<file path="src/skt_pkg.sv">
// shared types, constants and helpers for the sorted key timestamp table
package skt_pkg;

    localparam int CAPACITY_DEF = 32;
    localparam int CMD_W        = 3;
    localparam int KEY_IN_W     = 32;
    localparam int KEY_W        = 31;
    localparam int TIME_W       = 32;
    localparam int STATUS_W     = 3;

    typedef enum logic [CMD_W-1:0] {
        CMD_INSERT = 3'd0,
        CMD_DELETE = 3'd1,
        CMD_DUMP   = 3'd2,
        CMD_CLEAR  = 3'd3,
        CMD_FIND   = 3'd4,
        CMD_EXIT   = 3'd5,
        CMD_BAD6   = 3'd6,
        CMD_BAD7   = 3'd7
    } cmd_t;

    typedef enum logic [STATUS_W-1:0] {
        ST_OK        = 3'd0,
        ST_GENERAL   = 3'd1,
        ST_DUPLICATE = 3'd2,
        ST_NOT_FOUND = 3'd3,
        ST_NO_DATA   = 3'd4,
        ST_INVALID   = 3'd5,
        ST_FULL      = 3'd6
    } status_t;

    typedef enum logic [3:0] {
        S_IDLE,
        S_DECODE,
        S_SEARCH_RD,
        S_SEARCH_CMP,
        S_SEARCH_END,
        S_INS_RD,
        S_INS_WR,
        S_INS_NEW,
        S_DEL_RD,
        S_DEL_WR,
        S_DEL_END,
        S_RESP,
        S_DUMP_HDR,
        S_DUMP_RD,
        S_DUMP_EMIT
    } state_t;

    typedef enum logic [1:0] {
        EMIT_NONE,
        EMIT_SINGLE,
        EMIT_HEADER,
        EMIT_ENTRY
    } emit_t;

    typedef enum logic [1:0] {
        RD_IDX,
        RD_PREV,
        RD_NEXT
    } rd_sel_t;

    typedef enum logic [2:0] {
        IDX_HOLD,
        IDX_ZERO,
        IDX_INC,
        IDX_DEC,
        IDX_COUNT
    } idx_op_t;

    typedef enum logic [1:0] {
        CNT_HOLD,
        CNT_CLEAR,
        CNT_INC,
        CNT_DEC
    } cnt_op_t;

    // commands from the controller to the datapath
    typedef struct packed {
        logic    load_in;
        idx_op_t idx_op;
        cnt_op_t cnt_op;
        logic    present_clr;
        logic    present_cmp;
        logic    latch_status;
        logic    latch_pos;
        logic    rd_en;
        rd_sel_t rd_sel;
        logic    wr_en;
        logic    wr_new;
        emit_t   emit;
    } ctl_t;

    // status from the datapath to the controller
    typedef struct packed {
        cmd_t cmd;
        logic positive;
        logic act_ok;
        logic idx_at_count;
        logic idx_at_pos;
        logic idx_last;
        logic rd_ge;
        logic count_zero;
        logic out_free;
    } dp_stat_t;

    // status of a single-result command, decided before the table changes
    function automatic status_t single_status(
        input cmd_t cmd,
        input logic positive,
        input logic present,
        input logic full,
        input logic empty
    );
        status_t st;
        st = ST_OK;
        unique case (cmd)
            CMD_INSERT:
            begin
                if (!positive)
                    st = ST_GENERAL;
                else if (present)
                    st = ST_DUPLICATE;
                else if (full)
                    st = ST_FULL;
                else
                    st = ST_OK;
            end
            CMD_DELETE, CMD_FIND:
            begin
                if (!positive)
                    st = ST_GENERAL;
                else if (!present)
                    st = ST_NOT_FOUND;
                else
                    st = ST_OK;
            end
            CMD_DUMP:
                st = empty ? ST_NO_DATA : ST_OK;
            CMD_CLEAR, CMD_EXIT:
                st = ST_OK;
            default:
                st = ST_INVALID;
        endcase
        return st;
    endfunction

endpackage

</file>
<file path="src/skt_req_if.sv">
// request channel: command, key and current time with valid/ready
interface skt_req_if;
    logic                                valid;
    logic                                ready;
    logic [skt_pkg::CMD_W-1:0]           command;
    logic signed [skt_pkg::KEY_IN_W-1:0] key;
    logic [skt_pkg::TIME_W-1:0]          now_time;

    modport source (output valid, output command, output key, output now_time, input ready);
    modport sink (input valid, input command, input key, input now_time, output ready);
endinterface

</file>
<file path="src/skt_rsp_if.sv">
// response channel: one result item with valid/ready
interface skt_rsp_if;
    logic                         valid;
    logic                         ready;
    logic [skt_pkg::STATUS_W-1:0] status;
    logic [skt_pkg::KEY_W-1:0]    echo_key;
    logic                         is_entry;
    logic [skt_pkg::KEY_W-1:0]    entry_key;
    logic [skt_pkg::TIME_W-1:0]   entry_time;
    logic                         last;

    modport source (output valid, output status, output echo_key, output is_entry,
                    output entry_key, output entry_time, output last, input ready);
    modport sink (input valid, input status, input echo_key, input is_entry,
                  input entry_key, input entry_time, input last, output ready);
endinterface

</file>
<file path="src/skt_datapath.sv">
// datapath: command registers, sorted pair memory, walk index and result register
module skt_datapath #(
    parameter int CAPACITY = skt_pkg::CAPACITY_DEF
) (
    input  logic                                clk,
    input  logic                                rst_n,
    input  skt_pkg::ctl_t                       ctl,
    output skt_pkg::dp_stat_t                   stat,
    input  logic                                in_valid,
    input  logic [skt_pkg::CMD_W-1:0]           in_command,
    input  logic signed [skt_pkg::KEY_IN_W-1:0] in_key,
    input  logic [skt_pkg::TIME_W-1:0]          in_now_time,
    input  logic                                out_ready,
    output logic                                out_valid,
    output logic [skt_pkg::STATUS_W-1:0]        out_status,
    output logic [skt_pkg::KEY_W-1:0]           out_echo_key,
    output logic                                out_is_entry,
    output logic [skt_pkg::KEY_W-1:0]           out_entry_key,
    output logic [skt_pkg::TIME_W-1:0]          out_entry_time,
    output logic                                out_last
);
    import skt_pkg::*;

    localparam int AW = (CAPACITY > 1) ? $clog2(CAPACITY) : 1;
    localparam int CW = $clog2(CAPACITY + 1);
    localparam int WW = KEY_W + TIME_W;

    // pair memory, key in the upper bits
    logic [WW-1:0] mem [CAPACITY];

    cmd_t              cmd_reg;
    logic [KEY_W-1:0]  key_reg;
    logic              positive_reg;
    logic [TIME_W-1:0] time_reg;
    logic [CW-1:0]     count_reg;
    logic [CW-1:0]     idx_reg;
    logic [CW-1:0]     pos_reg;
    logic              present_reg;
    status_t           stat_reg;
    logic [WW-1:0]     rd_data_reg;

    logic              out_valid_reg;
    status_t           out_status_reg;
    logic [KEY_W-1:0]  out_echo_reg;
    logic              out_is_entry_reg;
    logic [KEY_W-1:0]  out_entry_key_reg;
    logic [TIME_W-1:0] out_entry_time_reg;
    logic              out_last_reg;

    logic [CW-1:0]     idx_plus;
    logic [CW-1:0]     idx_minus;
    logic [AW-1:0]     rd_addr;
    logic [KEY_W-1:0]  rd_key;
    logic [TIME_W-1:0] rd_time;
    logic              full;
    logic              empty;
    status_t           cur_status;
    logic              out_free;
    logic              out_load;
    logic              echo_cmd;

    assign idx_plus  = CW'(idx_reg + 1'b1);
    assign idx_minus = CW'(idx_reg - 1'b1);
    assign rd_key    = rd_data_reg[WW-1 -: KEY_W];
    assign rd_time   = rd_data_reg[TIME_W-1:0];
    assign full      = (count_reg == CW'(CAPACITY));
    assign empty     = (count_reg == '0);
    assign cur_status = single_status(cmd_reg, positive_reg, present_reg, full, empty);
    assign out_free  = !out_valid_reg || out_ready;
    assign out_load  = (ctl.emit != EMIT_NONE) && out_free;
    assign echo_cmd  = (cmd_reg == CMD_INSERT) || (cmd_reg == CMD_DELETE)
                       || (cmd_reg == CMD_FIND);

    // read address select
    always_comb
    begin
        unique case (ctl.rd_sel)
            RD_PREV: rd_addr = idx_minus[AW-1:0];
            RD_NEXT: rd_addr = idx_plus[AW-1:0];
            default: rd_addr = idx_reg[AW-1:0];
        endcase
    end

    // memory write and registered read
    always_ff @(posedge clk)
    begin
        if (ctl.wr_en)
            mem[idx_reg[AW-1:0]] <= ctl.wr_new ? {key_reg, time_reg} : rd_data_reg;
        if (ctl.rd_en)
            rd_data_reg <= mem[rd_addr];
    end

    // captured item fields
    always_ff @(posedge clk)
    begin
        if (ctl.load_in && in_valid)
        begin
            cmd_reg      <= cmd_t'(in_command);
            key_reg      <= in_key[KEY_W-1:0];
            positive_reg <= (in_key != '0) && !in_key[KEY_IN_W-1];
            time_reg     <= in_now_time;
        end
        if (ctl.latch_status)
            stat_reg <= cur_status;
        if (ctl.latch_pos)
            pos_reg <= idx_reg;
    end

    // count, walk index and search result
    always_ff @(posedge clk or negedge rst_n)
    begin
        if (!rst_n)
        begin
            count_reg   <= '0;
            idx_reg     <= '0;
            present_reg <= 1'b0;
        end
        else
        begin
            case (ctl.cnt_op)
                CNT_CLEAR: count_reg <= '0;
                CNT_INC:   count_reg <= CW'(count_reg + 1'b1);
                CNT_DEC:   count_reg <= CW'(count_reg - 1'b1);
                default:   count_reg <= count_reg;
            endcase
            case (ctl.idx_op)
                IDX_ZERO:  idx_reg <= '0;
                IDX_INC:   idx_reg <= idx_plus;
                IDX_DEC:   idx_reg <= idx_minus;
                IDX_COUNT: idx_reg <= count_reg;
                default:   idx_reg <= idx_reg;
            endcase
            if (ctl.present_clr)
                present_reg <= 1'b0;
            else if (ctl.present_cmp)
                present_reg <= (rd_key == key_reg);
        end
    end

    // result register valid
    always_ff @(posedge clk or negedge rst_n)
    begin
        if (!rst_n)
            out_valid_reg <= 1'b0;
        else if (out_load)
            out_valid_reg <= 1'b1;
        else if (out_ready)
            out_valid_reg <= 1'b0;
    end

    // result register payload
    always_ff @(posedge clk)
    begin
        if (out_load)
        begin
            case (ctl.emit)
                EMIT_SINGLE:
                begin
                    out_status_reg     <= stat_reg;
                    out_echo_reg       <= (stat_reg == ST_OK && echo_cmd) ? key_reg : '0;
                    out_is_entry_reg   <= 1'b0;
                    out_entry_key_reg  <= '0;
                    out_entry_time_reg <= '0;
                    out_last_reg       <= 1'b1;
                end
                EMIT_ENTRY:
                begin
                    out_status_reg     <= ST_OK;
                    out_echo_reg       <= '0;
                    out_is_entry_reg   <= 1'b1;
                    out_entry_key_reg  <= rd_key;
                    out_entry_time_reg <= rd_time;
                    out_last_reg       <= (idx_plus == count_reg);
                end
                default:
                begin
                    out_status_reg     <= ST_OK;
                    out_echo_reg       <= '0;
                    out_is_entry_reg   <= 1'b0;
                    out_entry_key_reg  <= '0;
                    out_entry_time_reg <= '0;
                    out_last_reg       <= 1'b0;
                end
            endcase
        end
    end

    // status toward the controller
    always_comb
    begin
        stat.cmd          = cmd_reg;
        stat.positive     = positive_reg;
        stat.act_ok       = (cur_status == ST_OK);
        stat.idx_at_count = (idx_reg == count_reg);
        stat.idx_at_pos   = (idx_reg == pos_reg);
        stat.idx_last     = (idx_plus == count_reg);
        stat.rd_ge        = (rd_key >= key_reg);
        stat.count_zero   = empty;
        stat.out_free     = out_free;
    end

    assign out_valid      = out_valid_reg;
    assign out_status     = out_status_reg;
    assign out_echo_key   = out_echo_reg;
    assign out_is_entry   = out_is_entry_reg;
    assign out_entry_key  = out_entry_key_reg;
    assign out_entry_time = out_entry_time_reg;
    assign out_last       = out_last_reg;

endmodule

</file>
<file path="src/skt_controller.sv">
// controller: sequences search, shift, dump and result emission
module skt_controller (
    input  logic              clk,
    input  logic              rst_n,
    input  logic              in_valid,
    output logic              in_ready,
    input  skt_pkg::dp_stat_t stat,
    output skt_pkg::ctl_t     ctl
);
    import skt_pkg::*;

    state_t state_reg;
    state_t state_next;

    logic search_cmd;

    assign search_cmd = (stat.cmd == CMD_INSERT) || (stat.cmd == CMD_DELETE)
                        || (stat.cmd == CMD_FIND);

    // state register
    always_ff @(posedge clk or negedge rst_n)
    begin
        if (!rst_n)
            state_reg <= S_IDLE;
        else
            state_reg <= state_next;
    end

    // next state
    always_comb
    begin
        state_next = state_reg;
        unique case (state_reg)
            S_IDLE:
                if (in_valid)
                    state_next = S_DECODE;
            S_DECODE:
            begin
                if (search_cmd)
                    state_next = stat.positive ? S_SEARCH_RD : S_RESP;
                else if (stat.cmd == CMD_DUMP)
                    state_next = stat.count_zero ? S_RESP : S_DUMP_HDR;
                else
                    state_next = S_RESP;
            end
            S_SEARCH_RD:
                state_next = stat.idx_at_count ? S_SEARCH_END : S_SEARCH_CMP;
            S_SEARCH_CMP:
                state_next = stat.rd_ge ? S_SEARCH_END : S_SEARCH_RD;
            S_SEARCH_END:
            begin
                if (stat.act_ok && stat.cmd == CMD_INSERT)
                    state_next = S_INS_RD;
                else if (stat.act_ok && stat.cmd == CMD_DELETE)
                    state_next = S_DEL_RD;
                else
                    state_next = S_RESP;
            end
            S_INS_RD:
                state_next = stat.idx_at_pos ? S_INS_NEW : S_INS_WR;
            S_INS_WR:
                state_next = S_INS_RD;
            S_INS_NEW:
                state_next = S_RESP;
            S_DEL_RD:
                state_next = stat.idx_last ? S_DEL_END : S_DEL_WR;
            S_DEL_WR:
                state_next = S_DEL_RD;
            S_DEL_END:
                state_next = S_RESP;
            S_RESP:
                if (stat.out_free)
                    state_next = S_IDLE;
            S_DUMP_HDR:
                if (stat.out_free)
                    state_next = S_DUMP_RD;
            S_DUMP_RD:
                state_next = S_DUMP_EMIT;
            S_DUMP_EMIT:
                if (stat.out_free)
                    state_next = stat.idx_last ? S_IDLE : S_DUMP_RD;
            default:
                state_next = S_IDLE;
        endcase
    end

    // datapath commands
    always_comb
    begin
        in_ready         = 1'b0;
        ctl.load_in      = 1'b0;
        ctl.idx_op       = IDX_HOLD;
        ctl.cnt_op       = CNT_HOLD;
        ctl.present_clr  = 1'b0;
        ctl.present_cmp  = 1'b0;
        ctl.latch_status = 1'b0;
        ctl.latch_pos    = 1'b0;
        ctl.rd_en        = 1'b0;
        ctl.rd_sel       = RD_IDX;
        ctl.wr_en        = 1'b0;
        ctl.wr_new       = 1'b0;
        ctl.emit         = EMIT_NONE;
        unique case (state_reg)
            S_IDLE:
            begin
                in_ready    = 1'b1;
                ctl.load_in = 1'b1;
            end
            S_DECODE:
            begin
                ctl.idx_op       = IDX_ZERO;
                ctl.present_clr  = 1'b1;
                ctl.latch_status = 1'b1;
                if (stat.cmd == CMD_CLEAR)
                    ctl.cnt_op = CNT_CLEAR;
            end
            S_SEARCH_RD:
            begin
                if (stat.idx_at_count)
                    ctl.present_clr = 1'b1;
                else
                    ctl.rd_en = 1'b1;
            end
            S_SEARCH_CMP:
            begin
                if (stat.rd_ge)
                    ctl.present_cmp = 1'b1;
                else
                    ctl.idx_op = IDX_INC;
            end
            S_SEARCH_END:
            begin
                ctl.latch_status = 1'b1;
                ctl.latch_pos    = 1'b1;
                if (stat.cmd == CMD_INSERT)
                    ctl.idx_op = IDX_COUNT;
            end
            S_INS_RD:
            begin
                if (!stat.idx_at_pos)
                begin
                    ctl.rd_en  = 1'b1;
                    ctl.rd_sel = RD_PREV;
                end
            end
            S_INS_WR:
            begin
                ctl.wr_en  = 1'b1;
                ctl.idx_op = IDX_DEC;
            end
            S_INS_NEW:
            begin
                ctl.wr_en  = 1'b1;
                ctl.wr_new = 1'b1;
                ctl.cnt_op = CNT_INC;
            end
            S_DEL_RD:
            begin
                if (!stat.idx_last)
                begin
                    ctl.rd_en  = 1'b1;
                    ctl.rd_sel = RD_NEXT;
                end
            end
            S_DEL_WR:
            begin
                ctl.wr_en  = 1'b1;
                ctl.idx_op = IDX_INC;
            end
            S_DEL_END:
                ctl.cnt_op = CNT_DEC;
            S_RESP:
                ctl.emit = EMIT_SINGLE;
            S_DUMP_HDR:
                ctl.emit = EMIT_HEADER;
            S_DUMP_RD:
                ctl.rd_en = 1'b1;
            S_DUMP_EMIT:
            begin
                ctl.emit = EMIT_ENTRY;
                if (stat.out_free)
                    ctl.idx_op = IDX_INC;
            end
            default:
            begin
                in_ready = 1'b0;
            end
        endcase
    end

endmodule

</file>
<file path="src/sorted_key_timestamp_table.sv">
// Sorted key/timestamp table: one command item in, one or more result items out.
// Non-positive keys, clear, exit, bad codes and the dump header are answered without a table walk;
// find first compares slots in order up from the lowest key until one is not below the key,
// insert/delete then shift slots one at a time; dump reads and emits the entries one by one.
// One command item at a time: the next is accepted only once its last result is registered.
// Reset empties the table (entry count to zero); stored pairs are not cleared.
module sorted_key_timestamp_table #(
    parameter int CAPACITY = skt_pkg::CAPACITY_DEF
) (
    input  logic       clk,
    input  logic       rst_n,
    skt_req_if.sink    req,
    skt_rsp_if.source  rsp
);
    import skt_pkg::*;

    ctl_t     ctl;
    dp_stat_t stat;
    logic     in_ready;

    assign req.ready = in_ready;

    // sequencing
    skt_controller u_ctrl (
        .clk      (clk),
        .rst_n    (rst_n),
        .in_valid (req.valid),
        .in_ready (in_ready),
        .stat     (stat),
        .ctl      (ctl)
    );

    // storage and result register
    skt_datapath #(
        .CAPACITY (CAPACITY)
    ) u_dp (
        .clk            (clk),
        .rst_n          (rst_n),
        .ctl            (ctl),
        .stat           (stat),
        .in_valid       (req.valid),
        .in_command     (req.command),
        .in_key         (req.key),
        .in_now_time    (req.now_time),
        .out_ready      (rsp.ready),
        .out_valid      (rsp.valid),
        .out_status     (rsp.status),
        .out_echo_key   (rsp.echo_key),
        .out_is_entry   (rsp.is_entry),
        .out_entry_key  (rsp.entry_key),
        .out_entry_time (rsp.entry_time),
        .out_last       (rsp.last)
    );

endmodule

</file>
<file path="src/flat_wrapper.sv">
// flat-port wrapper written by rule: the top's interface ports become plain ports
module sorted_key_timestamp_table_flat import skt_pkg::*;
#(
    parameter int CAPACITY = skt_pkg::CAPACITY_DEF
)
  (clk, rst_n, req_valid, req_command, req_key, req_now_time, req_ready, rsp_valid, rsp_status, rsp_echo_key, rsp_is_entry, rsp_entry_key, rsp_entry_time, rsp_last, rsp_ready);
  skt_req_if req_i ();
  skt_rsp_if rsp_i ();
  input  logic clk;
  input  logic rst_n;
  input wire logic [$bits(req_i.valid)-1:0] req_valid;
  input wire logic [$bits(req_i.command)-1:0] req_command;
  input wire logic [$bits(req_i.key)-1:0] req_key;
  input wire logic [$bits(req_i.now_time)-1:0] req_now_time;
  output wire logic [$bits(req_i.ready)-1:0] req_ready;
  output wire logic [$bits(rsp_i.valid)-1:0] rsp_valid;
  output wire logic [$bits(rsp_i.status)-1:0] rsp_status;
  output wire logic [$bits(rsp_i.echo_key)-1:0] rsp_echo_key;
  output wire logic [$bits(rsp_i.is_entry)-1:0] rsp_is_entry;
  output wire logic [$bits(rsp_i.entry_key)-1:0] rsp_entry_key;
  output wire logic [$bits(rsp_i.entry_time)-1:0] rsp_entry_time;
  output wire logic [$bits(rsp_i.last)-1:0] rsp_last;
  input wire logic [$bits(rsp_i.ready)-1:0] rsp_ready;
  assign req_i.valid = req_valid;
  assign req_i.command = req_command;
  assign req_i.key = req_key;
  assign req_i.now_time = req_now_time;
  assign req_ready = req_i.ready;
  assign rsp_valid = rsp_i.valid;
  assign rsp_status = rsp_i.status;
  assign rsp_echo_key = rsp_i.echo_key;
  assign rsp_is_entry = rsp_i.is_entry;
  assign rsp_entry_key = rsp_i.entry_key;
  assign rsp_entry_time = rsp_i.entry_time;
  assign rsp_last = rsp_i.last;
  assign rsp_i.ready = rsp_ready;
  sorted_key_timestamp_table #(.CAPACITY(CAPACITY)) u_core (.clk(clk), .rst_n(rst_n), .req(req_i), .rsp(rsp_i));
endmodule
</file>
<file path="config.mk">
export PLATFORM = sky130hd
export DESIGN_NAME = sorted_key_timestamp_table_flat
export DESIGN_NICKNAME = d
export VERILOG_FILES = /design/src/skt_pkg.sv /design/src/skt_req_if.sv /design/src/skt_rsp_if.sv /design/src/skt_datapath.sv /design/src/skt_controller.sv /design/src/sorted_key_timestamp_table.sv /design/src/flat_wrapper.sv
export SDC_FILE = /design/constraint.sdc
export NUM_CORES = 2
export LEC_CHECK = 0
export BUFFER_PORTS_ARGS = -buffer_cell sky130_fd_sc_hd__buf_2
export CAP_MARGIN = 20
export CORE_ASPECT_RATIO = 1.1
export CORE_UTILIZATION = 55
export DETAILED_ROUTE_END_ITERATION = 8
export PLACE_DENSITY_LB_ADDON = 0.25
export SYNTH_ARGS = -nofsm -noshare
export SYNTH_HDL_FRONTEND = slang
export SYNTH_SLANG_ARGS = --single-unit
</file>
<file path="constraint.sdc">
create_clock -name clk -period 21.4 [get_ports clk]
set_input_delay 1.07 -clock clk [delete_from_list [all_inputs] [get_ports clk]]
set_output_delay 1.07 -clock clk [all_outputs]
set_load 0.05 [all_outputs]
</file>
==> results.yml <==
run_status:
  status: "completed"
clocking:
  clk_pin_slew_ns: 0.06
  cts_resized: 0
  cts_hold_buf: 0
  cts.sinks: 2272
  clk_path_buf_depth: 3
  htree_levels: 4
  numCtsBuffers: 218
  clkLatencyLatePin_ns: 0.87
  ctsRootBufferMaster: "clkbuf_16"
  cts_tree: "done"
  post_cts_buffers: 0
floorplanning:
  pin_count: 172
  die_w_um: 388
  core_region_area_um2: 162000
  die_h_um: 426
  rows: 155
  start_util: 0.554
  die_area_um2: 165000
synthesis:
  synth_ff_type: "edfxtp_1"
  ys_warn_count: 0
  yosysTopAreaCell: "edfxtp_1"
  ys_top_cells_by_area: "edfxtp_1, nand2_1, nand3_1"
  synth-seq-cells: 2272
  syn-instance-count: 5875
  synth.distinct_cells: 75
  synthesis.area_um2: 90000
  syn_avg_cell_area_um2: 15.3
  synth_edf_count: 2254
  synth-seq-area-share: 0.757
  async_flop_share: 0.00792
  synth_nets: 5989
  yosys.area.top_type_share: 0.752
global_route:
  grt_pass1_vias: 50200
  grt_usage: 0.292
  antenna_found_initial: 5
  grt_first_pass_wirelength_um: 347000
  grt_overflow_total: 0
  grt_max_degree: 159
drt:
  postRouteAntennaNets: 0
  vias: 52800
  drt-initial-drc-count: 6441
  via_per_inst: 6.30
  wl_per_cell_um: 28.9
  drc_errors: 0
  wl_um: 242000
  firstDrtPassIters: 6
final_layout:
  design_area_um2: 101000
  multiInputGateArea_um2: 20700
  fin_nets: 6190
  fin_cells: 8382
  syn_to_final_growth_pct: 12.2
  fillers: 11500
  drive_gt1_frac: 0.144
  ff_latch_area_um2: 68100
  largest_register_ffs: 2016
pwr:
  powerDensity_nw_per_um2: 143
  vdd_drop_max_mv: 0.131
  p_leak_nw: 33.6
timing:
  slew_violations: 0
  min_period_ns: 8.29
  fmax_mhz: 121
  tns_ns: 0
  hold_viol_final: 0
  hold_ws_ns: 0.169
  rsz0062_at_grt: "false"
  fin_crit_sh: 0.387
  tightest_slew_ns: 1.19
  fin_worst_skew_ns: 0.0472
  finalSetupViolations: 0
  slew_headroom: 0.208
place:
  placed_cell_area_um2: 93600
  dp_hpwl_um: 124000
  io_buffers: 171
  routabilityCongestion: 0.831
  dp_cells: 7964
hold_path:
  hp-class: "in2async"
worst_setup_path:
  worstPathArrival_ns: 9.01
  endpoint_kind: "flip-flop"
  startpoint_type: "flip-flop"
  critPathMaxFanout: 77
  required_ns: 22.12
  crit_type: "reg2reg"
run:
  drv_cap: 0
[placed cells by master, fill, tap and decap left out, types with 25 or more instances in the layout]
cell,n
mux2_2,43
edfxtp_1,2254
nand3b_1,64
and4_1,33
nor2_4,40
ha_1,42
clkinv_2,44
inv_1,50
and2_1,98
nand2_1,1228
mux2i_1,255
a22oi_1,35
and3_1,25
nor2_1,29
buf_2,171
clkinv_1,53
mux4_2,151
clkbuf_16,222
nand4_1,46
nand3_1,820
a32oi_1,25
buf_4,127
clkbuf_1,44
a21oi_1,27
[synth_stat cells, types with 42 or more instances]
master    instances
mux2i_1         255
and2_1           98
mux2_2           43
nand4_1          46
mux4_2          151
nor2_1           69
edfxtp_1       2254
clkbuf_1        205
inv_1            51
nand3b_1         64
nand3_1         821
ha_1             42
nand2_1        1229
buf_2            97
o21ai_0          48
[cells by family after synthesis]
group,share of synthesized area
compound gates,0.0184
xor+xnor,0.00204
fa+ha+maj,0.00606
buf+inv,0.0183
flops,0.757
mux,0.0715
simple gates,0.126
[where the power goes]
| part | total, mW | switching [mW] | internal (mW) | leakage, nW |
|---|---|---|---|---|
| sequential | 6.05 | 0.170 | 5.88 | 20.6 |
| combinational | 4.52 | 3.16 | 1.36 | 9.57 |
| clock | 3.84 | 1.65 | 2.19 | 3.47 |
| total | 14.4 | 4.98 | 9.43 | 33.6 |
[area by class of cell]
cell class	count	area share
flip-flops and latches	2272	0.675
multi-input cells	3216	0.205
clock buffers	266	0.0567
well taps	2119	0.0263
repair buffers	317	0.0213
clock inverters	139	0.0140
inverters	51	0.00191
diodes	2	0.0000496
[through the flow]
stage | setup slack [ns] | total power, mW | utilization
5_1_grt | 12.56 | 15.0 | 0.622
2_1_floorplan | 12.38 | 9.14 | -
6_report | 13.11 | 14.4 | 0.622
4_1_cts | 13.20 | 14.4 | 0.621
3_3_place_gp | 13.42 | 10.5 | 0.576
3_5_place_dp | 13.26 | 10.6 | 0.577
[layer usage]
metal | global-route usage | vias up | share of wire
li1 | - | 22600 | -
met1 | 0.395 | 26800 | 0.38
met2 | 0.470 | 2964 | 0.48
met3 | 0.0532 | 493 | 0.099
met4 | 0.122 | 0 | 0.043
met5 | 0 | - | 0
[path summary, 6_finish.rpt]
| path | from | slack (ns) | to | cells past startpoint |
|---|---|---|---|---|
| worst min register to register | u_core.u_dp.rd_data_reg[17] | 0.55 | u_core.u_dp.out_entry_time[17] | 1 |
| min in group clk | req_now_time[0] | 0.38 | u_core.u_dp.time_reg[0] | 1 |
| worst max register to register | u_core.u_dp.idx_reg[2] | 13.11 | u_core.u_dp.rd_data_reg[28] | 18 |
| worst min-delay path | rst_n | 0.17 | u_core.u_dp.idx_reg[0] | 1 |
| worst max-delay path | u_core.u_dp.idx_reg[2] | 13.11 | u_core.u_dp.rd_data_reg[28] | 18 |
| max in group asynchronous | rst_n | 20.88 | u_core.u_dp.out_valid | 1 |
[critical path, cell delays in order (launching register included)]
cell and delay (ns):
dfrtp_1 0.93, nand3_2 0.42, nor3_1 0.52, xnor2_1 0.14, a211o_1 0.32, nand3_1 0.19, inv_1 0.08, ha_1 0.32
mux2i_1 0.38, o21a_4 0.80, buf_4 0.79, buf_4 0.79, buf_4 0.73, buf_4 0.67, nand2_1 0.12, nand3_1 0.11
nand3_1 0.08, a32oi_1 0.37, and3_1 0.19
(Power assumes the default switching activity.)
